**src/rtl/ifd_pkg.sv**
```systemverilog
// Package for the incremental Frechet distance block: field widths, action codes,
// cell constants and the control struct shared by the store and the top level.
// No dependencies.
`timescale 1ns / 1ps
`default_nettype none

package ifd_pkg;

  localparam int DEF_MAX_POINTS = 16;
  localparam int DEF_COORD_BITS = 12;

  localparam int ACT_W         = 2;
  localparam int SLOT_FIELD_W  = 4;
  localparam int COORD_FIELD_W = 12;
  localparam int PL_W          = 5;
  localparam int IN_DATA_W     = 32;
  localparam int OUT_DATA_W    = 16;

  localparam logic [ACT_W-1:0] ACT_LOAD   = 2'd0;
  localparam logic [ACT_W-1:0] ACT_START  = 2'd1;
  localparam logic [ACT_W-1:0] ACT_SAMPLE = 2'd2;

  localparam logic [PL_W-1:0] PATH_LEN_RESET = 5'd16;

  localparam int CELL_W = 13;
  localparam logic [CELL_W-1:0] CELL_INF        = 13'h1FFF;
  localparam logic [CELL_W-1:0] CELL_MAX_FINITE = 13'h1FFE;

  // Squared distances at or above this value have a root beyond the largest finite cell.
  localparam logic [63:0] SAT_LIMIT = 64'd67092481;

  localparam int ROOT_STEPS = CELL_W;
  localparam int RAD_W      = 2 * CELL_W;
  localparam int REM_W      = CELL_W + 3;
  localparam int STEP_CNT_W = 4;

  typedef struct packed {
    logic ref_we;
    logic col_we;
    logic col_clear;
  } store_ctl_t;

endpackage

`default_nettype wire

```
**src/rtl/ifd_dist_unit.sv**
```systemverilog
// Iterative Euclidean distance unit: absolute differences, one shared squarer used
// twice, then a digit-by-digit square root giving one root bit per cycle. Uses ifd_pkg.
`timescale 1ns / 1ps
`default_nettype none

module ifd_dist_unit
  import ifd_pkg::*;
#(
  parameter int COORD_BITS = DEF_COORD_BITS
) (
  input  wire logic                  clk,
  input  wire logic                  rst,
  input  wire logic                  start,
  input  wire logic [COORD_BITS-1:0] ax,
  input  wire logic [COORD_BITS-1:0] ay,
  input  wire logic [COORD_BITS-1:0] bx,
  input  wire logic [COORD_BITS-1:0] by,
  output logic                       done,
  output logic [CELL_W-1:0]          dist_value
);

  localparam int SQ_W = 2 * COORD_BITS + 1;

  localparam logic [2:0] D_IDLE = 3'd0;
  localparam logic [2:0] D_MULX = 3'd1;
  localparam logic [2:0] D_MULY = 3'd2;
  localparam logic [2:0] D_CHK  = 3'd3;
  localparam logic [2:0] D_SQRT = 3'd4;

  logic [2:0]              dstate;
  logic [COORD_BITS-1:0]   dx;
  logic [COORD_BITS-1:0]   dy;
  logic [SQ_W-1:0]         acc;
  logic [RAD_W-1:0]        rad;
  logic [REM_W-1:0]        rem;
  logic [CELL_W-1:0]       root;
  logic [STEP_CNT_W-1:0]   cnt;

  logic [COORD_BITS-1:0]   mul_op;
  logic [2*COORD_BITS-1:0] prod;
  logic [REM_W-1:0]        rem_sh;
  logic [REM_W-1:0]        trial;
  logic                    fits;
  logic [REM_W-1:0]        rem_next;
  logic [CELL_W-1:0]       root_next;

  assign mul_op = (dstate == D_MULX) ? dx : dy;
  assign prod   = mul_op * mul_op;

  assign rem_sh    = {rem[REM_W-3:0], rad[RAD_W-1 -: 2]};
  assign trial     = REM_W'({root, 2'b01});
  assign fits      = rem_sh >= trial;
  assign rem_next  = fits ? (rem_sh - trial) : rem_sh;
  assign root_next = {root[CELL_W-2:0], fits};

  always_ff @(posedge clk) begin
    if (rst) begin
      dstate <= D_IDLE;
      done   <= 1'b0;
    end else begin
      done <= 1'b0;
      unique case (dstate)
        D_IDLE: begin
          if (start) begin
            dstate <= D_MULX;
          end
        end
        D_MULX: begin
          dstate <= D_MULY;
        end
        D_MULY: begin
          dstate <= D_CHK;
        end
        D_CHK: begin
          if (64'(acc) >= SAT_LIMIT) begin
            done   <= 1'b1;
            dstate <= D_IDLE;
          end else begin
            dstate <= D_SQRT;
          end
        end
        D_SQRT: begin
          if (cnt == '0) begin
            done   <= 1'b1;
            dstate <= D_IDLE;
          end
        end
        default: begin
          dstate <= D_IDLE;
        end
      endcase
    end
  end

  always_ff @(posedge clk) begin
    case (dstate)
      D_IDLE: begin
        dx <= (ax >= bx) ? (ax - bx) : (bx - ax);
        dy <= (ay >= by) ? (ay - by) : (by - ay);
      end
      D_MULX: begin
        acc <= SQ_W'(prod);
      end
      D_MULY: begin
        acc <= acc + SQ_W'(prod);
      end
      D_CHK: begin
        rad        <= RAD_W'(acc);
        rem        <= '0;
        root       <= '0;
        cnt        <= STEP_CNT_W'(ROOT_STEPS - 1);
        dist_value <= CELL_MAX_FINITE;
      end
      D_SQRT: begin
        rad        <= {rad[RAD_W-3:0], 2'b00};
        rem        <= rem_next;
        root       <= root_next;
        cnt        <= cnt - 1'b1;
        dist_value <= root_next;
      end
      default: begin
      end
    endcase
  end

endmodule

`default_nettype wire

```
**src/rtl/ifd_store.sv**
```systemverilog
// Reference point memory and coupling column memory with per-entry valid bits;
// an entry that is not valid reads as the infinite cell. Uses ifd_pkg.
`timescale 1ns / 1ps
`default_nettype none

module ifd_store
  import ifd_pkg::*;
#(
  parameter int MAX_POINTS = DEF_MAX_POINTS,
  parameter int COORD_BITS = DEF_COORD_BITS
) (
  input  wire logic                          clk,
  input  wire logic                          rst,
  input  wire store_ctl_t                    ctl,
  input  wire logic [$clog2(MAX_POINTS)-1:0] ref_waddr,
  input  wire logic [COORD_BITS-1:0]         ref_wx,
  input  wire logic [COORD_BITS-1:0]         ref_wy,
  input  wire logic [$clog2(MAX_POINTS)-1:0] col_waddr,
  input  wire logic [CELL_W-1:0]             col_wdata,
  input  wire logic [$clog2(MAX_POINTS)-1:0] raddr,
  output logic [COORD_BITS-1:0]              rd_x,
  output logic [COORD_BITS-1:0]              rd_y,
  output logic [CELL_W-1:0]                  rd_cell
);

  logic [2*COORD_BITS-1:0] ref_mem [MAX_POINTS];
  logic [CELL_W-1:0]       col_mem [MAX_POINTS];
  logic [MAX_POINTS-1:0]   col_valid;
  logic [2*COORD_BITS-1:0] ref_q;
  logic [CELL_W-1:0]       col_q;
  logic                    valid_q;

  always_ff @(posedge clk) begin
    if (ctl.ref_we) begin
      ref_mem[ref_waddr] <= {ref_wy, ref_wx};
    end
    ref_q <= ref_mem[raddr];
  end

  always_ff @(posedge clk) begin
    if (ctl.col_we) begin
      col_mem[col_waddr] <= col_wdata;
    end
    col_q <= col_mem[raddr];
  end

  always_ff @(posedge clk) begin
    if (rst || ctl.col_clear) begin
      col_valid <= '0;
      valid_q   <= 1'b0;
    end else begin
      if (ctl.col_we) begin
        col_valid[col_waddr] <= 1'b1;
      end
      valid_q <= col_valid[raddr];
    end
  end

  assign rd_x    = ref_q[COORD_BITS-1:0];
  assign rd_y    = ref_q[2*COORD_BITS-1:COORD_BITS];
  assign rd_cell = valid_q ? col_q : CELL_INF;

endmodule

`default_nettype wire

```
**src/rtl/incremental_frechet_distance.sv**
```systemverilog
// Top level of the incremental discrete Frechet distance block: stream ports,
// path length register and the sequencer that walks the reference points.
// Uses ifd_pkg, ifd_store and ifd_dist_unit.
//
//   Channel  Direction  Signals                      Contents
//   s_*      in         tvalid tready tdata tuser    tuser action; tdata slot, x, y
//   m_*      out        tvalid tready tdata tuser    tdata distance; tuser finite flag
//   cfg_*    in         valid ready data             path length register
//
// Load and start requests are taken while idle; a sample walks each reference
// point in use through the shared squarer and the one-bit-a-cycle square root,
// taking no request until done. Saturating distances skip the root, ending sooner.
// Reset clears the coupling column valid bits and the control state at once.
// A sample waits at its end while an earlier result has not been taken.
`timescale 1ns / 1ps
`default_nettype none

module incremental_frechet_distance
  import ifd_pkg::*;
#(
  parameter int MAX_POINTS = DEF_MAX_POINTS,
  parameter int COORD_BITS = DEF_COORD_BITS
) (
  input  wire logic                  clk,
  input  wire logic                  rst,
  input  wire logic                  s_tvalid,
  output logic                       s_tready,
  input  wire logic [IN_DATA_W-1:0]  s_tdata,  // point_index, coord_x, coord_y, zero pad
  input  wire logic [ACT_W-1:0]      s_tuser,  // action
  output logic                       m_tvalid,
  input  wire logic                  m_tready,
  output logic [OUT_DATA_W-1:0]      m_tdata,  // frechet_distance, zero pad
  output logic                       m_tuser,  // distance_finite
  input  wire logic                  cfg_valid,
  output logic                       cfg_ready,
  input  wire logic [PL_W-1:0]       cfg_data
);

  localparam int IDX_W = $clog2(MAX_POINTS);

  localparam logic [2:0] S_IDLE = 3'd0;
  localparam logic [2:0] S_READ = 3'd1;
  localparam logic [2:0] S_GO   = 3'd2;
  localparam logic [2:0] S_WAIT = 3'd3;
  localparam logic [2:0] S_DONE = 3'd4;

  logic [2:0]              state;
  logic [IDX_W-1:0]        idx;
  logic [IDX_W-1:0]        last_idx;
  logic [PL_W-1:0]         path_length;
  logic                    first_pending;
  logic [COORD_BITS-1:0]   sx;
  logic [COORD_BITS-1:0]   sy;
  logic [CELL_W-1:0]       diag;
  logic [CELL_W-1:0]       above;
  logic [CELL_W-1:0]       old_cell;

  logic [SLOT_FIELD_W-1:0]  in_slot;
  logic [COORD_FIELD_W-1:0] in_x;
  logic [COORD_FIELD_W-1:0] in_y;
  logic                     in_acc;
  logic [IDX_W-1:0]         last_sel;

  store_ctl_t              ctl;
  logic [COORD_BITS-1:0]   rd_x;
  logic [COORD_BITS-1:0]   rd_y;
  logic [CELL_W-1:0]       rd_cell;
  logic                    dist_start;
  logic                    dist_done;
  logic [CELL_W-1:0]       dist_value;
  logic [CELL_W-1:0]       min_a;
  logic [CELL_W-1:0]       min_b;
  logic [CELL_W-1:0]       new_cell;
  logic                    out_free;

  assign in_slot = s_tdata[SLOT_FIELD_W-1:0];
  assign in_x    = s_tdata[SLOT_FIELD_W +: COORD_FIELD_W];
  assign in_y    = s_tdata[SLOT_FIELD_W + COORD_FIELD_W +: COORD_FIELD_W];

  assign s_tready  = (state == S_IDLE);
  assign in_acc    = s_tvalid && s_tready;
  assign cfg_ready = 1'b1;
  assign out_free  = !m_tvalid || m_tready;

  always_comb begin
    if (path_length == '0) begin
      last_sel = '0;
    end else if (32'(path_length) > MAX_POINTS) begin
      last_sel = IDX_W'(MAX_POINTS - 1);
    end else begin
      last_sel = IDX_W'(path_length - 1'b1);
    end
  end

  assign min_a    = (old_cell < diag) ? old_cell : diag;
  assign min_b    = (min_a < above) ? min_a : above;
  assign new_cell = (min_b > dist_value) ? min_b : dist_value;

  always_comb begin
    ctl.ref_we    = in_acc && (s_tuser == ACT_LOAD) && (32'(in_slot) < MAX_POINTS);
    ctl.col_clear = in_acc && (s_tuser == ACT_START);
    ctl.col_we    = (state == S_WAIT) && dist_done;
  end

  assign dist_start = (state == S_GO);

  ifd_store #(
    .MAX_POINTS(MAX_POINTS),
    .COORD_BITS(COORD_BITS)
  ) u_store (
    .clk      (clk),
    .rst      (rst),
    .ctl      (ctl),
    .ref_waddr(IDX_W'(in_slot)),
    .ref_wx   (COORD_BITS'(in_x)),
    .ref_wy   (COORD_BITS'(in_y)),
    .col_waddr(idx),
    .col_wdata(new_cell),
    .raddr    (idx),
    .rd_x     (rd_x),
    .rd_y     (rd_y),
    .rd_cell  (rd_cell)
  );

  ifd_dist_unit #(
    .COORD_BITS(COORD_BITS)
  ) u_dist (
    .clk       (clk),
    .rst       (rst),
    .start     (dist_start),
    .ax        (sx),
    .ay        (sy),
    .bx        (rd_x),
    .by        (rd_y),
    .done      (dist_done),
    .dist_value(dist_value)
  );

  always_ff @(posedge clk) begin
    if (rst) begin
      state         <= S_IDLE;
      path_length   <= PATH_LEN_RESET;
      first_pending <= 1'b1;
      m_tvalid      <= 1'b0;
      idx           <= '0;
    end else begin
      if (cfg_valid && cfg_ready) begin
        path_length <= cfg_data;
      end
      if ((state == S_DONE) && out_free) begin
        m_tvalid <= 1'b1;
      end else if (m_tvalid && m_tready) begin
        m_tvalid <= 1'b0;
      end
      unique case (state)
        S_IDLE: begin
          if (in_acc && (s_tuser == ACT_START)) begin
            first_pending <= 1'b1;
          end
          if (in_acc && (s_tuser == ACT_SAMPLE)) begin
            first_pending <= 1'b0;
            idx           <= '0;
            state         <= S_READ;
          end
        end
        S_READ: begin
          state <= S_GO;
        end
        S_GO: begin
          state <= S_WAIT;
        end
        S_WAIT: begin
          if (dist_done) begin
            if (idx == last_idx) begin
              state <= S_DONE;
            end else begin
              idx   <= idx + 1'b1;
              state <= S_READ;
            end
          end
        end
        S_DONE: begin
          if (out_free) begin
            state <= S_IDLE;
          end
        end
        default: begin
          state <= S_IDLE;
        end
      endcase
    end
  end

  always_ff @(posedge clk) begin
    if (in_acc && (s_tuser == ACT_SAMPLE)) begin
      sx       <= COORD_BITS'(in_x);
      sy       <= COORD_BITS'(in_y);
      last_idx <= last_sel;
      diag     <= first_pending ? '0 : CELL_INF;
      above    <= CELL_INF;
    end
    if (state == S_GO) begin
      old_cell <= rd_cell;
    end
    if ((state == S_WAIT) && dist_done) begin
      diag  <= old_cell;
      above <= new_cell;
    end
    if ((state == S_DONE) && out_free) begin
      m_tdata <= OUT_DATA_W'(above);
      m_tuser <= (above != CELL_INF);
    end
  end

  a_idx_in_range: assert property (@(posedge clk) disable iff (rst)
    (state != S_IDLE) |-> (idx <= last_idx))
    else $error("sequencer index beyond the last reference point in use");

  a_done_when_waiting: assert property (@(posedge clk) disable iff (rst)
    dist_done |-> (state == S_WAIT))
    else $error("distance unit finished while the sequencer was not waiting");

  a_finite_flag: assert property (@(posedge clk) disable iff (rst)
    m_tvalid |-> (m_tuser == (m_tdata[CELL_W-1:0] != CELL_INF)))
    else $error("finite flag disagrees with the distance");

  a_start_marks_first: assert property (@(posedge clk) disable iff (rst)
    (in_acc && (s_tuser == ACT_START)) |=> first_pending)
    else $error("start request did not mark the next sample as the first");

endmodule

`default_nettype wire

```
**config.mk**
```make
export PLATFORM = sky130hd
export DESIGN_NAME = incremental_frechet_distance
export DESIGN_NICKNAME = d
export VERILOG_FILES = /design/src/rtl/ifd_pkg.sv /design/src/rtl/ifd_dist_unit.sv /design/src/rtl/ifd_store.sv /design/src/rtl/incremental_frechet_distance.sv
export SDC_FILE = /design/constraint.sdc
export NUM_CORES = 1
export LEC_CHECK = 0
export ABC_AREA = 1
export BUFFER_PORTS_ARGS = -buffer_cell sky130_fd_sc_hd__buf_2
export CELL_PAD_IN_SITES_DETAIL_PLACEMENT = 2
export CELL_PAD_IN_SITES_GLOBAL_PLACEMENT = 2
export CORE_ASPECT_RATIO = 0.7
export CORE_UTILIZATION = 30
export DETAILED_ROUTE_END_ITERATION = 16
export PLACE_DENSITY_LB_ADDON = 0.25
export REMOVE_ABC_BUFFERS = 1
export SYNTH_ARGS = -nofsm -noshare
export SYNTH_HDL_FRONTEND = slang
export SYNTH_HIERARCHICAL = 1
export SYNTH_SLANG_ARGS = --single-unit
```
**constraint.sdc**
```tcl
create_clock -name clk -period 7.11 [get_ports clk]
set_clock_uncertainty 0.2 [all_clocks]
set_input_delay 0.3555 -clock clk [delete_from_list [all_inputs] [get_ports clk]]
set_output_delay 0.3555 -clock clk [all_outputs]
set_load 0.05 [all_outputs]
```
# Word-level counts from Yosys, hierarchy flattened

Memories as Yosys holds them, arrays and structs flattened. A register that Yosys moved wholly into a read port is not among the register bits.
Index checks and enable logic that the tools add are counted.

Add/subtract/negate cells: 9
Multiply operators: 1
Magnitude comparators: 9
Equality and inequality tests: 18
Mux-type cells: 44
Bitwise gates (word level): 2
Reductions and logical operators: 27

Operator list:

| cell                 | count |
|---|---|
| $mux 13              | 8 |
| $pmux 13 s2          | 2 |
| $pmux 26 s2          | 1 |
| $pmux 25 s2          | 1 |
| $sub 12x12->12       | 4 |
| $mux 12              | 3 |
| $pmux 3 s5           | 2 |
| $pmux 14 s2          | 1 |
| $lt 13x13->1         | 2 |
| $add 25x24->25       | 1 |
| $ge 12x12->1         | 2 |
| $mul 12x12->24       | 1 |
| $mux 3               | 6 |
| $ge 16x15->1         | 1 |
| $mux 4               | 4 |
| $or 16x16->16        | 1 |
| $pmux 4 s2           | 2 |
| $mux 14              | 1 |
| $sub 14x14->14       | 1 |
| $gt 13x13->1         | 1 |
| $ne 13x13->1 const B | 1 |
| $eq 3x2->1 const B   | 4 |
| $reduce_bool 2->1    | 6 |
| $mux 1               | 11 |
| other kinds (26)     | 43 |

Register bits: 235
Bits in writable memories: 592
Input bits: 44
Output and inout bits: 20
Word-level logic and storage cells: 137
Memories kept: 2

Memory list:

| name            | depth | width | read ports | clocked after Yosys merged registers in | wr ports | line            | text |
|---|---|---|---|---|---|---|---|
| u_store.ref_mem | 16    | 24    | 1          | 1                                       | 1        | ifd_store.sv:26 | `logic [2*COORD_BITS-1:0] ref_mem [MAX_POINTS];` |
| u_store.col_mem | 16    | 13    | 1          | 1                                       | 1        | ifd_store.sv:27 | `logic [CELL_W-1:0] col_mem [MAX_POINTS];` |

# Longest topological paths before layout

Gate-level depths: netlist of the first run.

Depth in word-level cells: 7
Depth in mapped cells: 42
Mapped depth without buffers: 40

# By module

Netlist of the first run, hierarchy kept.

Modules (own cells, without submodules):

| module                       | times used | cells an instance | area each (um2) | sequential area each (um2) |
|---|---|---|---|---|
| ifd_store                    | 1          | 1,949             | 25,115.3        | 18,858.1 |
| ifd_dist_unit                | 1          | 1,985             | 14,272.4        | 3,623.5 |
| incremental_frechet_distance | 1          | 526               | 5,104.9         | 2,712.6 |

# Least setup slack after synthesis of the first run

OpenSTA, ideal clock, no wires.

Path kind: register to register
Start: register u_dist.dstate[0]
End: register u_dist.acc[23], data pin
Setup time: 253 ps
Arrival time: 6,195 ps
Data required time: 6,657 ps
Slack: 462 ps
Stages on the path, launching flop included: 36
Buffers on the path: 2
Period minus slack after synthesis: 6,648 ps
Path through: dfxtp_1 inv_1 nor2_4 nand2_4 buf_6 o21ai_2 inv_2 buf_2 nor2_1 inv_1 fa_1 inv_1 fa_1 fa_1 fa_1 inv_1 fa_1 inv_1 ha_1 nand2_1 inv_1 a21oi_1 nand3_1 or2_2 and2_1 ha_1 nand2_1 inv_1 a21oi_1 nand2_1 nand2_1 nand3_1 nand2_1 nand2_1 nand2_1 nand2_1

Longest elaborated chain between the ends: 5
Elaborated cells between the ends (all ways): 6
Those cells by class: 1 x add/sub; 1 x mul; 2 x eq/ne; 2 x mux

Ends and longest elaborated chain:

| what                   | line                                     | text |
|---|---|---|
| from (decl)            | ifd_dist_unit.sv:30                      | `logic [2:0] dstate;` |
| from (signal assigned) | ifd_dist_unit.sv:58                      | `dstate <= D_IDLE;` |
| from (signal assigned) | ifd_dist_unit.sv:65                      | `dstate <= D_MULX;` |
| from (signal assigned) | ifd_dist_unit.sv:69                      | `dstate <= D_MULY;` |
| $eq 3x1->1             | ifd_dist_unit.sv:47, ifd_dist_unit.sv:96 |  |
| $mux 12                | ifd_dist_unit.sv:47                      | `assign mul_op = (dstate == D_MULX) ? dx : dy;` |
| $mul 12x12->24         | ifd_dist_unit.sv:48                      | `assign prod = mul_op * mul_op;` |
| $add 25x24->25         | ifd_dist_unit.sv:105                     | `acc <= acc + SQ_W'(prod);` |
| $pmux 25 s2 *          | ifd_dist_unit.sv:96                      | `case (dstate)` |
| to (signal assigned)   | ifd_dist_unit.sv:102                     | `acc <= SQ_W'(prod);` |
| to (signal assigned)   | ifd_dist_unit.sv:105                     |  |
| to (decl)              | ifd_dist_unit.sv:33                      | `logic [SQ_W-1:0] acc;` |

Mark *: on every way between the ends. The rest lies on a longest branch, timed or not.
A chain may end at the register's enable or synchronous reset.

# Worst setup path after layout of the first run

Start: register u_dist.dstate[0]
End: register u_dist.acc[21], data pin

The elaborated chain is that of the path after synthesis.

==> reports/qor.json, run 1 <==
{
  "synth_top_area_share": {"value": 53.39, "unit": "%"},
  "die_y": {"value": 324.2, "unit": "um"},
  "cts_max_level": {"value": 3},
  "coreArea": {"value": 146200, "unit": "um2"},
  "finalHoldViolations": {"value": 0},
  "grt_busiest_layer": {"value": "met1"},
  "final_critical_path_setup_slack": {"value": 0.2790, "unit": "ns"},
  "grt.overflow.total": {"value": 0},
  "viasPerCell": {"value": 4.950},
  "edff_count_synth": {"value": 791},
  "num_rows": {"value": 117},
  "crit_fanout": {"value": 19},
  "worstSetupStartpointType": {"value": "flip-flop"},
  "drt-wirelength-per-cell": {"value": 22.22, "unit": "um"},
  "io_buffer_count": {"value": 55},
  "floorplan.io_pins": {"value": 64},
  "root_buffer": {"value": "clkbuf_16"},
  "ctsLongestPathBuffers": {"value": 3},
  "crit_path_max_incr_delay": {"value": 0.55, "unit": "ns"},
  "yosysSeqAreaShare": {"value": 56.63, "unit": "%"},
  "met2_usage": {"value": 29.93, "unit": "%"},
  "syn-cell-area": {"value": 44490, "unit": "um2"},
  "kind_of_end_point_of_the_critical_path": {"value": "flip-flop"},
  "grt_pass1_vias": {"value": 35390},
  "synth_top_cells_by_area": {"value": "edfxtp_1 53%, nand2_1 6.6%, inv_1 5.1%"},
  "final_routed_drc_violation_total": {"value": 0},
  "cp_common_cell": {"value": "nand2_1"},
  "crit_type": {"value": "reg -> reg"},
  "worst-slew-pin-transition": {"value": 1.310, "unit": "ns"},
  "layout_min_cycle_time": {"value": 6.831, "unit": "ns"},
  "max_slew_margin": {"value": 12.68, "unit": "%"},
  "die-width": {"value": 462.3, "unit": "um"},
  "setup_viol": {"value": 0},
  "maximum_capacitance_violations": {"value": 0},
  "synth-async-reset-ratio": {"value": 0, "unit": "%"},
  "cts_inserted_buffers": {"value": 93},
  "worst_hold_check_slack": {"value": 0.1109, "unit": "ns"},
  "endpoint_required_time_on_the_critical_path": {"value": 7.38, "unit": "ns"},
  "synthesis.yosys.warnings": {"value": 6},
  "synth.most_common_cell": {"value": "edfxtp_1"},
  "final_max_slew_viol_count": {"value": 0},
  "die_area": {"value": 149900, "unit": "um2"},
  "yosys_most_used_dff": {"value": "edfxtp_1"},
  "grt_pass1_wl": {"value": 223.0, "unit": "mm"},
  "area.growth.synth_to_final": {"value": 16.02, "unit": "%"},
  "netlist.top_cell.by_area": {"value": "edfxtp_1"},
  "worst_setup_hold_path_clk_slew": {"value": 0.07, "unit": "ns"},
  "dp.final_hpwl": {"value": 99.69, "unit": "mm"},
  "synth.cells.most_frequent": {"value": "791 x edfxtp_1, 785 x nand2_1, 607 x inv_1, 565 x nor2_1, 313 x o21ai_0"},
  "groute.layer.met1.usage": {"value": 30.22, "unit": "%"},
  "post_route_setup_tns": {"value": 0, "unit": "ns"},
  "initial_core_util": {"value": 30.42, "unit": "%"},
  "numClockSinks": {"value": 863},
  "number_of_storage_elements_in_the_synthesis_netlist": {"value": 863},
  "syn_avg_cell_area": {"value": 9.976, "unit": "um2"},
  "dr.pass1.iters": {"value": 5},
  "netlist_instances": {"value": 4460},
  "initialDrtViolationCount": {"value": 2037},
  "worst_path_max_delay_cell": {"value": "fa_1"},
  "seqCellArea": {"value": 25210, "unit": "um2"},
  "ant_nets": {"value": 0},
  "ys_types": {"value": 54},
  "final_min_period_over_clock_period": {"value": 96.08, "unit": "%"},
  "run_status": {"value": "finished clean"},
  "worst_ep_arrival_time": {"value": 7.10, "unit": "ns"},
  "multi_input_area": {"value": 16750, "unit": "um2"},
  "place.gp.congestion": {"value": 0.8448},
  "cts_tree": {"value": "done"},
  "antenna_violations_before_repair": {"value": 7},
  "vias": {"value": 32930},
  "fillers": {"value": 15800},
  "fin_nets": {"value": 4915},
  "worstHoldPathType": {"value": "in -> reg"},
  "achievable-frequency": {"value": 146.4, "unit": "MHz"},
  "total_global_route_track_usage": {"value": 19.80, "unit": "%"},
  "largest_net_degree_at_the_start_of_global_routing": {"value": 198},
  "route.final.wire_length": {"value": 147.8, "unit": "mm"},
  "worstSkewPairLatency": {"value": 0.72, "unit": "ns"},
  "final_cells": {"value": 6652},
  "dp_worst_setup_slack": {"value": -0.1300, "unit": "ns"},
  "post-place-cells": {"value": 6418},
  "fraction_of_layout_cells_with_a_size_suffix_above_1": {"value": 11.61, "unit": "%"},
  "met3_usage": {"value": 2.384, "unit": "%"}
}
per-layer routing:
layer  part of all wire (%)  up-vias
li1                       -    15250
met1                     52    17110
met2                     43      425
met3                    3.2      145
met4                    1.6        0
met5                      0        -
final cells by class:
type	count	share of cell area, %
diodes	5	0.02424
clock inverters	38	0.9017
flip-flops and latches	863	48.84
inverters	619	4.528
well taps	1963	4.758
clock buffers	136	5.155
multi-input cells	2802	32.44
repair buffers	226	3.352
worst max-delay path, delay by kind of cell, from the launching register on:
family / cells / cell delay, ns
simple gates: 18 / 2.11
compound gates: 1 / 0.24
fa+ha+maj: 7 / 3.18
flops: 1 / 0.33
buf+inv: 4 / 0.50
registers in the layout, indices dropped and copies added (netlist names), 14 cells and up:
signal and cells:
u_store/col_mem 208, u_dist/rem 14, u_dist/acc 25, u_store/col_valid 16, u_store/ref_mem 384, u_store/ref_q 24
u_dist/rad 26
what timing repair did:
item	in CTS	in global routing
hold buffers	47	0
endpoints found under the setup margin	10	15
gates resized for setup	16	140
pin swaps	3	23
endpoints found under the hold margin	429	0
buffers inserted	1	7
cell usage in the layout, fill, tap and decap left out, types with 6 or more instances in the layout:
cell type / instances
a21o_1: 6
a21oi_1: 164
a21oi_2: 19
and2_1: 20
buf_2: 55
buf_4: 119
bufinv_16: 9
clkbuf_1: 28
clkbuf_16: 95
clkbuf_8: 13
clkinv_1: 6
clkinv_2: 17
dfxtp_1: 67
dlygate4sd3_1: 47
edfxtp_1: 791
fa_1: 86
ha_1: 157
ha_2: 7
ha_4: 16
inv_1: 597
inv_2: 17
nand2_1: 756
nand2_2: 40
nand2_4: 7
nand3_1: 195
nand3_2: 18
nand3b_1: 26
nand4_1: 25
nor2_1: 515
nor2_2: 36
nor2_4: 22
nor3_1: 18
o211ai_1: 149
o21ai_0: 310
o21ai_1: 86
o21ai_4: 8
o21bai_1: 7
xnor2_1: 15
xor2_1: 46
final timing paths:
path | from | to | slack, ns | depth (start not counted)
worst max register to register | u_dist/dstate[0] | u_dist/acc[21] | 0.28 | 30
worst max-delay path | u_dist/dstate[0] | u_dist/acc[21] | 0.28 | 30
worst min-delay path | s_tdata[1] | u_store/ref_mem[1][9] | 0.11 | 4
worst min register to register | u_store/col_valid[2] | u_store/col_valid[2] | 0.26 | 2
through the flow:
| stage | utilization, % | instance area, um2 |
|---|---|---|
| final | 35.30 | 51620 |
| after global routing | 35.29 | 51610 |
| after CTS | 34.87 | 51000 |
| after detailed placement | 32.37 | 47340 |
| after global placement | 32.37 | 47340 |
| after floorplan | - | 43520 |
cells by family after synthesis:
| kind of cell | Yosys count | share of synthesized area [%] |
|---|---|---|
| buf+inv | 797 | 7.438 |
| flops | 863 | 56.63 |
| compound gates | 766 | 9.736 |
| mux | 1 | 0.02531 |
| other cells | 2 | 0.01688 |
| simple gates | 1701 | 15.97 |
| fa+ha+maj | 266 | 8.931 |
| xor+xnor | 64 | 1.260 |
Power of run 1 is not shown: default switching activity piles up to over one toggle a cycle in this logic, so the estimate is an artifact.
==> inputs of run 2 (changes only) <==
--- a/config.mk
+++ b/config.mk
@@ -6,7 +6,7 @@
 export NUM_CORES = 1
 export LEC_CHECK = 0
 export ABC_AREA = 1
-export BUFFER_PORTS_ARGS = -buffer_cell sky130_fd_sc_hd__buf_2
+export BUFFER_PORTS_ARGS = -buffer_cell sky130_fd_sc_hd__buf_4
 export CELL_PAD_IN_SITES_DETAIL_PLACEMENT = 2
 export CELL_PAD_IN_SITES_GLOBAL_PLACEMENT = 2
 export CORE_ASPECT_RATIO = 0.7
==> reports/qor.json, run 2 (synthesized netlist as in run 1, its figures left out) <==
{
  "worstSkewPairLatency": {"value": 0.71, "unit": "ns", "change": "about the same"},
  "worstHoldPathType": {"value": "in -> reg"},
  "worst-slew-pin-transition": {"value": 1.397, "unit": "ns", "change": "+0.08737 ns"},
  "final_routed_drc_violation_total": {"value": 0, "change": "unchanged"},
  "r2r_slack": {"value": 0.27, "unit": "ns", "change": "about the same"},
  "post-place-cells": {"value": 6417, "change": "-0.016%"},
  "cp_common_cell": {"value": "inv_1"},
  "most_flop_heavy_register": {"value": "u_store/ref_mem"},
  "numClockSinks": {"value": 863, "change": "unchanged"},
  "coreArea": {"value": 146200, "unit": "um2", "change": "unchanged"},
  "regToRegEndpoint": {"value": "u_dist/acc[24]"},
  "dr.pass1.iters": {"value": 5, "change": "unchanged"},
  "layout_top_registers": {"value": "u_store/ref_mem x384, u_store/col_mem x208, u_dist/rad x26"},
  "dp.final_hpwl": {"value": 98.63, "unit": "mm", "change": "-1.1%"},
  "crit_type": {"value": "reg -> reg"},
  "fraction_of_layout_cells_with_a_size_suffix_above_1": {"value": 11.94, "unit": "%", "change": "+0.32 points"},
  "crit_start": {"value": "u_dist/dstate[0]"},
  "cts_inserted_buffers": {"value": 92, "change": "-1.1%"},
  "io_buffer_count": {"value": 55, "change": "unchanged"},
  "cts_tree": {"value": "done"},
  "run_status": {"value": "finished clean"},
  "routedLengthMet1": {"value": 76.60, "unit": "mm", "change": "-0.54%"},
  "drt-wirelength-per-cell": {"value": 22.20, "unit": "um", "change": "about the same"},
  "die_y": {"value": 324.2, "unit": "um", "change": "unchanged"},
  "seqCellArea": {"value": 25210, "unit": "um2", "change": "about the same"},
  "grt_pass1_wl": {"value": 222.7, "unit": "mm", "change": "-0.10%"},
  "route.final.wire_length": {"value": 147.5, "unit": "mm", "change": "-0.16%"},
  "crit_path_max_incr_delay": {"value": 0.53, "unit": "ns", "change": "-0.02 ns"},
  "place.gp.congestion": {"value": 0.8347, "change": "-1.2%"},
  "cp-endpoint": {"value": "u_dist/acc[24]"},
  "largest_register_ff_count": {"value": 384, "change": "unchanged"},
  "ant_nets": {"value": 0, "change": "unchanged"},
  "initialDrtViolationCount": {"value": 1943, "change": "-4.6%"},
  "max_slew_margin": {"value": 6.855, "unit": "%", "change": "-5.8 points"},
  "grt.overflow.total": {"value": 0, "change": "unchanged"},
  "kind_of_end_point_of_the_critical_path": {"value": "flip-flop"},
  "final_max_slew_viol_count": {"value": 0, "change": "unchanged"},
  "finalHoldViolations": {"value": 0, "change": "unchanged"},
  "largest_net_degree_at_the_start_of_global_routing": {"value": 178, "change": "-10%"},
  "maximum_capacitance_violations": {"value": 0, "change": "unchanged"},
  "met3WireLength": {"value": 5.114, "unit": "mm", "change": "+6.8%"},
  "area.growth.synth_to_final": {"value": 16.66, "unit": "%"},
  "final_cells": {"value": 6647, "change": "-0.075%"},
  "achievable-frequency": {"value": 146.2, "unit": "MHz", "change": "-0.12%"},
  "highest-signal-layer": {"value": "met5"},
  "ctsLongestPathBuffers": {"value": 3, "change": "unchanged"},
  "die_area": {"value": 149900, "unit": "um2", "change": "unchanged"},
  "total_global_route_track_usage": {"value": 19.76, "unit": "%", "change": "-0.038 points"},
  "final_min_period_over_clock_period": {"value": 96.19, "unit": "%", "change": "+0.11 points"},
  "worst_setup_hold_path_clk_slew": {"value": 0.06, "unit": "ns", "change": "about the same"},
  "worst_path_max_delay_cell": {"value": "fa_1"},
  "floorplan.io_pins": {"value": 64, "change": "unchanged"},
  "grt_pass1_vias": {"value": 35290, "change": "-0.26%"},
  "layout_min_cycle_time": {"value": 6.839, "unit": "ns", "change": "+0.008143 ns"},
  "wl_met2": {"value": 64.02, "unit": "mm", "change": "+0.71%"},
  "timing.reg2reg.worst_path_depth": {"value": 34, "change": "+13%"},
  "multi_input_area": {"value": 16910, "unit": "um2", "change": "+0.96%"},
  "mostFrequentLayoutCells": {"value": "791 x edfxtp_1, 750 x nand2_1, 597 x inv_1"},
  "r2r_start": {"value": "u_dist/dstate[0]"},
  "utilization": {"value": 35.49, "unit": "%", "change": "+0.20 points"},
  "die-width": {"value": 462.3, "unit": "um", "change": "unchanged"},
  "root_buffer": {"value": "clkbuf_16"},
  "crit_fanout": {"value": 8, "change": "-11"},
  "worst_ep_arrival_time": {"value": 7.11, "unit": "ns", "change": "about the same"},
  "setup_viol": {"value": 0, "change": "unchanged"},
  "cts_max_level": {"value": 3, "change": "unchanged"},
  "viasPerCell": {"value": 4.944, "change": "-0.13%"},
  "fillers": {"value": 15780, "change": "-0.089%"},
  "fin_nets": {"value": 4913, "change": "-0.041%"},
  "most_common_cell_after_layout_fill_and_taps_aside": {"value": "edfxtp_1"},
  "vias": {"value": 32860, "change": "-0.20%"},
  "worstSetupStartpointType": {"value": "flip-flop"},
  "antenna_violations_before_repair": {"value": 12, "change": "+5"},
  "num_rows": {"value": 117, "change": "unchanged"},
  "endpoint_required_time_on_the_critical_path": {"value": 7.38, "unit": "ns", "change": "about the same"},
  "initial_core_util": {"value": 30.42, "unit": "%", "change": "unchanged"}
}
==> run 2: worst max-delay path: cells and delay by family, from the launching register on <==
| kind | cells | cell delay [ns] |
|---|---|---|
| adders and majority gates | 7 | 3.13 |
| DFF | 1 | 0.33 |
| and+or+nand+nor | 15 | 1.73 |
| AOI/OAI and AO/OA | 3 | 0.55 |
| buffers and inverters | 9 | 0.64 |
==> run 2: worst min-delay path by stage <==
stage	slack (ns)	depth (start not counted)	start	end
6_report	0.07	3	s_tdata[1]	u_store/ref_mem[15][23]
4_1_cts	0.01	3	s_tdata[1]	u_store/ref_mem[15][23]
5_1_grt	0.04	3	s_tdata[1]	u_store/ref_mem[15][23]
3_3_place_gp	0.24	0	above[12]	m_tdata[12]
2_1_floorplan	0.22	1	rst	state[0]
3_5_place_dp	0.24	0	above[12]	m_tdata[12]
==> run 2: area by class of cell <==
class | count | share of cell area [%]
Antenna cell | 1 | 0.004821
Tap cell | 1963 | 4.732
Multi-Input combinational cell | 2802 | 32.58
Clock inverter | 54 | 1.198
Timing Repair Buffer | 225 | 3.642
Clock buffer | 120 | 4.795
Inverter | 619 | 4.488
Sequential cell | 863 | 48.56
==> run 2: routing by layer <==
metal  up-vias  GRT usage (%)
met5         -              0
met4         2          3.064
met3       135          2.816
met2       451          29.98
met1     17020          30.09
li1      15260              -
==> run 2: per-stage QoR <==
stage               cell area, um2  worst slack, ns   TNS, ns  hold slack (ns)
detailed placement           47450          -0.1166   -0.6386           0.2386
finish                       51910           0.2709         0          0.07482
global route                 51910         -0.07567   -0.2487          0.04382
global placement             47450         0.008468         0           0.2416
CTS                          51080         -0.01340  -0.02435          0.01138
floorplan                    43520           -2.995   -210.74           0.2246
==> run 2: timing repair <==
action / CTS / global route
hold buffers: 46 / 0
resized for setup: 12 / 183
setup endpoints to repair: 10 / 15
pin swaps: 1 / 27
setup buffers: 0 / 8
cloned: 0 / 1
hold endpoints to repair: 422 / 0
Power of run 2 is left out for the same reason.
==> inputs of run 3 (changes only) <==
==> constraint.sdc (replaced) <==
create_clock -name clk -period 5.7 [get_ports clk]
set_clock_uncertainty 0.2 [all_clocks]
set_input_delay 0.285 -clock clk [delete_from_list [all_inputs] [get_ports clk]]
set_output_delay 0.285 -clock clk [all_outputs]
set_load 0.05 [all_outputs]
==> reports/qor.json, run 3 (synthesized netlist as in run 1, its figures left out) <==
{
  "run_status": {"value": "finished with violations"},
  "violated_checks": {"value": "negative setup slack"},
  "fin_nets": {"value": 5112, "change": "+4.1%"},
  "most_flop_heavy_register": {"value": "u_store/ref_mem"},
  "rsz0062_at_grt": {"value": "true"},
  "crit_start": {"value": "u_dist/dstate[0]"},
  "achievable-frequency": {"value": 143.4, "unit": "MHz", "change": "-1.9%"},
  "place.gp.congestion": {"value": 0.8676, "change": "+3.9%"},
  "layout_top_registers": {"value": "u_store/ref_mem x384, u_store/col_mem x208, u_dist/rad x26"},
  "die-width": {"value": 462.3, "unit": "um", "change": "unchanged"},
  "root_buffer": {"value": "clkbuf_16"},
  "grt.overflow.total": {"value": 0, "change": "unchanged"},
  "maximum_capacitance_violations": {"value": 0, "change": "unchanged"},
  "final_max_slew_viol_count": {"value": 0, "change": "unchanged"},
  "dr.pass1.iters": {"value": 5, "change": "unchanged"},
  "worstSetupStartpointType": {"value": "flip-flop"},
  "final_routed_drc_violation_total": {"value": 0, "change": "unchanged"},
  "vias": {"value": 33900, "change": "+3.2%"},
  "min-delay-start": {"value": "s_tvalid"},
  "viasPerCell": {"value": 4.954, "change": "+0.20%"},
  "endpoint_required_time_on_the_critical_path": {"value": 5.96, "unit": "ns", "change": "-1.42 ns"},
  "initial_core_util": {"value": 30.42, "unit": "%", "change": "unchanged"},
  "final_critical_path_setup_slack": {"value": -1.275, "unit": "ns", "change": "-1.546 ns"},
  "cts_inserted_buffers": {"value": 93, "change": "+1.1%"},
  "most_common_cell_after_layout_fill_and_taps_aside": {"value": "edfxtp_1"},
  "post-place-cells": {"value": 6552, "change": "+2.1%"},
  "finalHoldViolations": {"value": 0, "change": "unchanged"},
  "crit_path_max_incr_delay": {"value": 0.55, "unit": "ns", "change": "+0.02 ns"},
  "mostFrequentLayoutCells": {"value": "791 x edfxtp_1, 645 x nand2_1, 553 x inv_1"},
  "cts_tree": {"value": "done"},
  "ctsLongestPathBuffers": {"value": 3, "change": "unchanged"},
  "dp.final_hpwl": {"value": 102.5, "unit": "mm", "change": "+3.9%"},
  "grt_pass1_wl": {"value": 233.6, "unit": "mm", "change": "+4.9%"},
  "r2r_start": {"value": "u_dist/dstate[0]"},
  "final_cells": {"value": 6844, "change": "+3.0%"},
  "worst_setup_hold_path_clk_slew": {"value": 0.06, "unit": "ns", "change": "about the same"},
  "cts_max_level": {"value": 3, "change": "unchanged"},
  "kind_of_end_point_of_the_critical_path": {"value": "flip-flop"},
  "numClockSinks": {"value": 863, "change": "unchanged"},
  "area.growth.synth_to_final": {"value": 22.83, "unit": "%"},
  "crit_fanout": {"value": 6, "change": "-2"},
  "ant_nets": {"value": 0, "change": "unchanged"},
  "antenna_violations_before_repair": {"value": 5, "change": "-7"},
  "worst-slew-pin-transition": {"value": 1.217, "unit": "ns", "change": "-0.1800 ns"},
  "drt-wirelength-per-cell": {"value": 22.92, "unit": "um", "change": "+3.2%"},
  "layout_min_cycle_time": {"value": 6.975, "unit": "ns", "change": "+0.1355 ns"},
  "largest_net_degree_at_the_start_of_global_routing": {"value": 224, "change": "+26%"},
  "largest_register_ff_count": {"value": 384, "change": "unchanged"},
  "worst_ep_arrival_time": {"value": 7.23, "unit": "ns", "change": "+0.12 ns"},
  "final_min_period_over_clock_period": {"value": 122.4, "unit": "%", "change": "+26 points"},
  "setup_viol": {"value": 18, "change": "+18"},
  "max_slew_margin": {"value": 18.77, "unit": "%", "change": "+12 points"},
  "grt_pass1_vias": {"value": 36830, "change": "+4.4%"},
  "worst_path_max_delay_cell": {"value": "fa_1"},
  "crit_type": {"value": "reg -> reg"},
  "worstSkewPairLatency": {"value": 0.72, "unit": "ns", "change": "about the same"},
  "fraction_of_layout_cells_with_a_size_suffix_above_1": {"value": 20.25, "unit": "%", "change": "+8.3 points"},
  "die_area": {"value": 149900, "unit": "um2", "change": "unchanged"},
  "num_rows": {"value": 117, "change": "unchanged"},
  "worstHoldPathType": {"value": "in -> reg"},
  "io_buffer_count": {"value": 55, "change": "unchanged"},
  "total_global_route_track_usage": {"value": 20.81, "unit": "%", "change": "+1.1 points"},
  "route.final.wire_length": {"value": 156.9, "unit": "mm", "change": "+6.3%"},
  "coreArea": {"value": 146200, "unit": "um2", "change": "unchanged"},
  "die_y": {"value": 324.2, "unit": "um", "change": "unchanged"},
  "initialDrtViolationCount": {"value": 2007, "change": "+3.3%"},
  "floorplan.io_pins": {"value": 64, "change": "unchanged"}
}
[run 3: cell count changes in the layout (fill, tap and decap cells not counted), moves of 19 or more]
cell	change
nand2_4	+32
nand2_2	+70
nand3_1	-19
buf_6	+33
nand2_1	-105
ha_4	+20
buf_4	+165
inv_1	-44
inv_2	+31
nor2_4	+25
nor2_1	-33
[run 3: worst paths after layout]
path | endpoint | slack (ns) | cells past startpoint
min | idx[2] | 0.02 | 4
min reg2reg | u_store/col_valid[14] | 0.26 | 2
max | u_dist/acc[22] | -1.27 | 35
max reg2reg | u_dist/acc[22] | -1.27 | 35
[run 3: layer usage]
layer,GRT usage [%],wire length (um)
met4,4.577,2999
met3,3.563,6659
met2,32.29,69400
met1,30.20,77780
met5,0,17
[run 3: metrics by stage]
step / hold WS, ns / setup WS (ns) / TNS, ns / instance area (um2) / util [%]
6_report: 0.01569 / -1.275 / -16.43 / 54650 / 37.37
5_1_grt: 0.05351 / -1.467 / -20.47 / 54650 / 37.37
4_1_cts: 0.004988 / -0.8641 / -12.00 / 54000 / 36.93
3_5_place_dp: 0.2432 / -1.613 / -25.10 / 48480 / 33.15
3_3_place_gp: 0.2387 / -1.346 / -20.56 / 48480 / 33.15
2_1_floorplan: 0.1541 / -4.405 / -602.25 / 43520 / -
[run 3: area by class of cell]
type	instances	area [um2]
Antenna cell	1	2.502
Clock buffer	130	2587
Clock inverter	43	374.1
Fill cell	15540	91590
Inverter	619	2365
Multi-Input combinational cell	2806	18160
Sequential cell	863	25210
Tap cell	1963	2456
Timing Repair Buffer	419	3501
[run 3: worst max-delay path: cells and delay by family, from the launching register on]
family / cells / cell delay [ns]
flip-flops: 1 / 0.34
AO/OA/AOI/OAI: 1 / 0.10
AND/OR/NAND/NOR: 19 / 2.04
buffers and inverters: 8 / 0.72
adder cells (fa/ha/maj): 7 / 3.28
[run 3: timing repair]
action,CTS,global route
setup endpoints to repair,117,223
gates cloned,3,1
pin swaps,174,98
gates resized for setup,424,152
setup buffers,66,15
hold buffers,36,0
hold endpoints to repair,422,0
Power of run 3 is left out for the same reason.
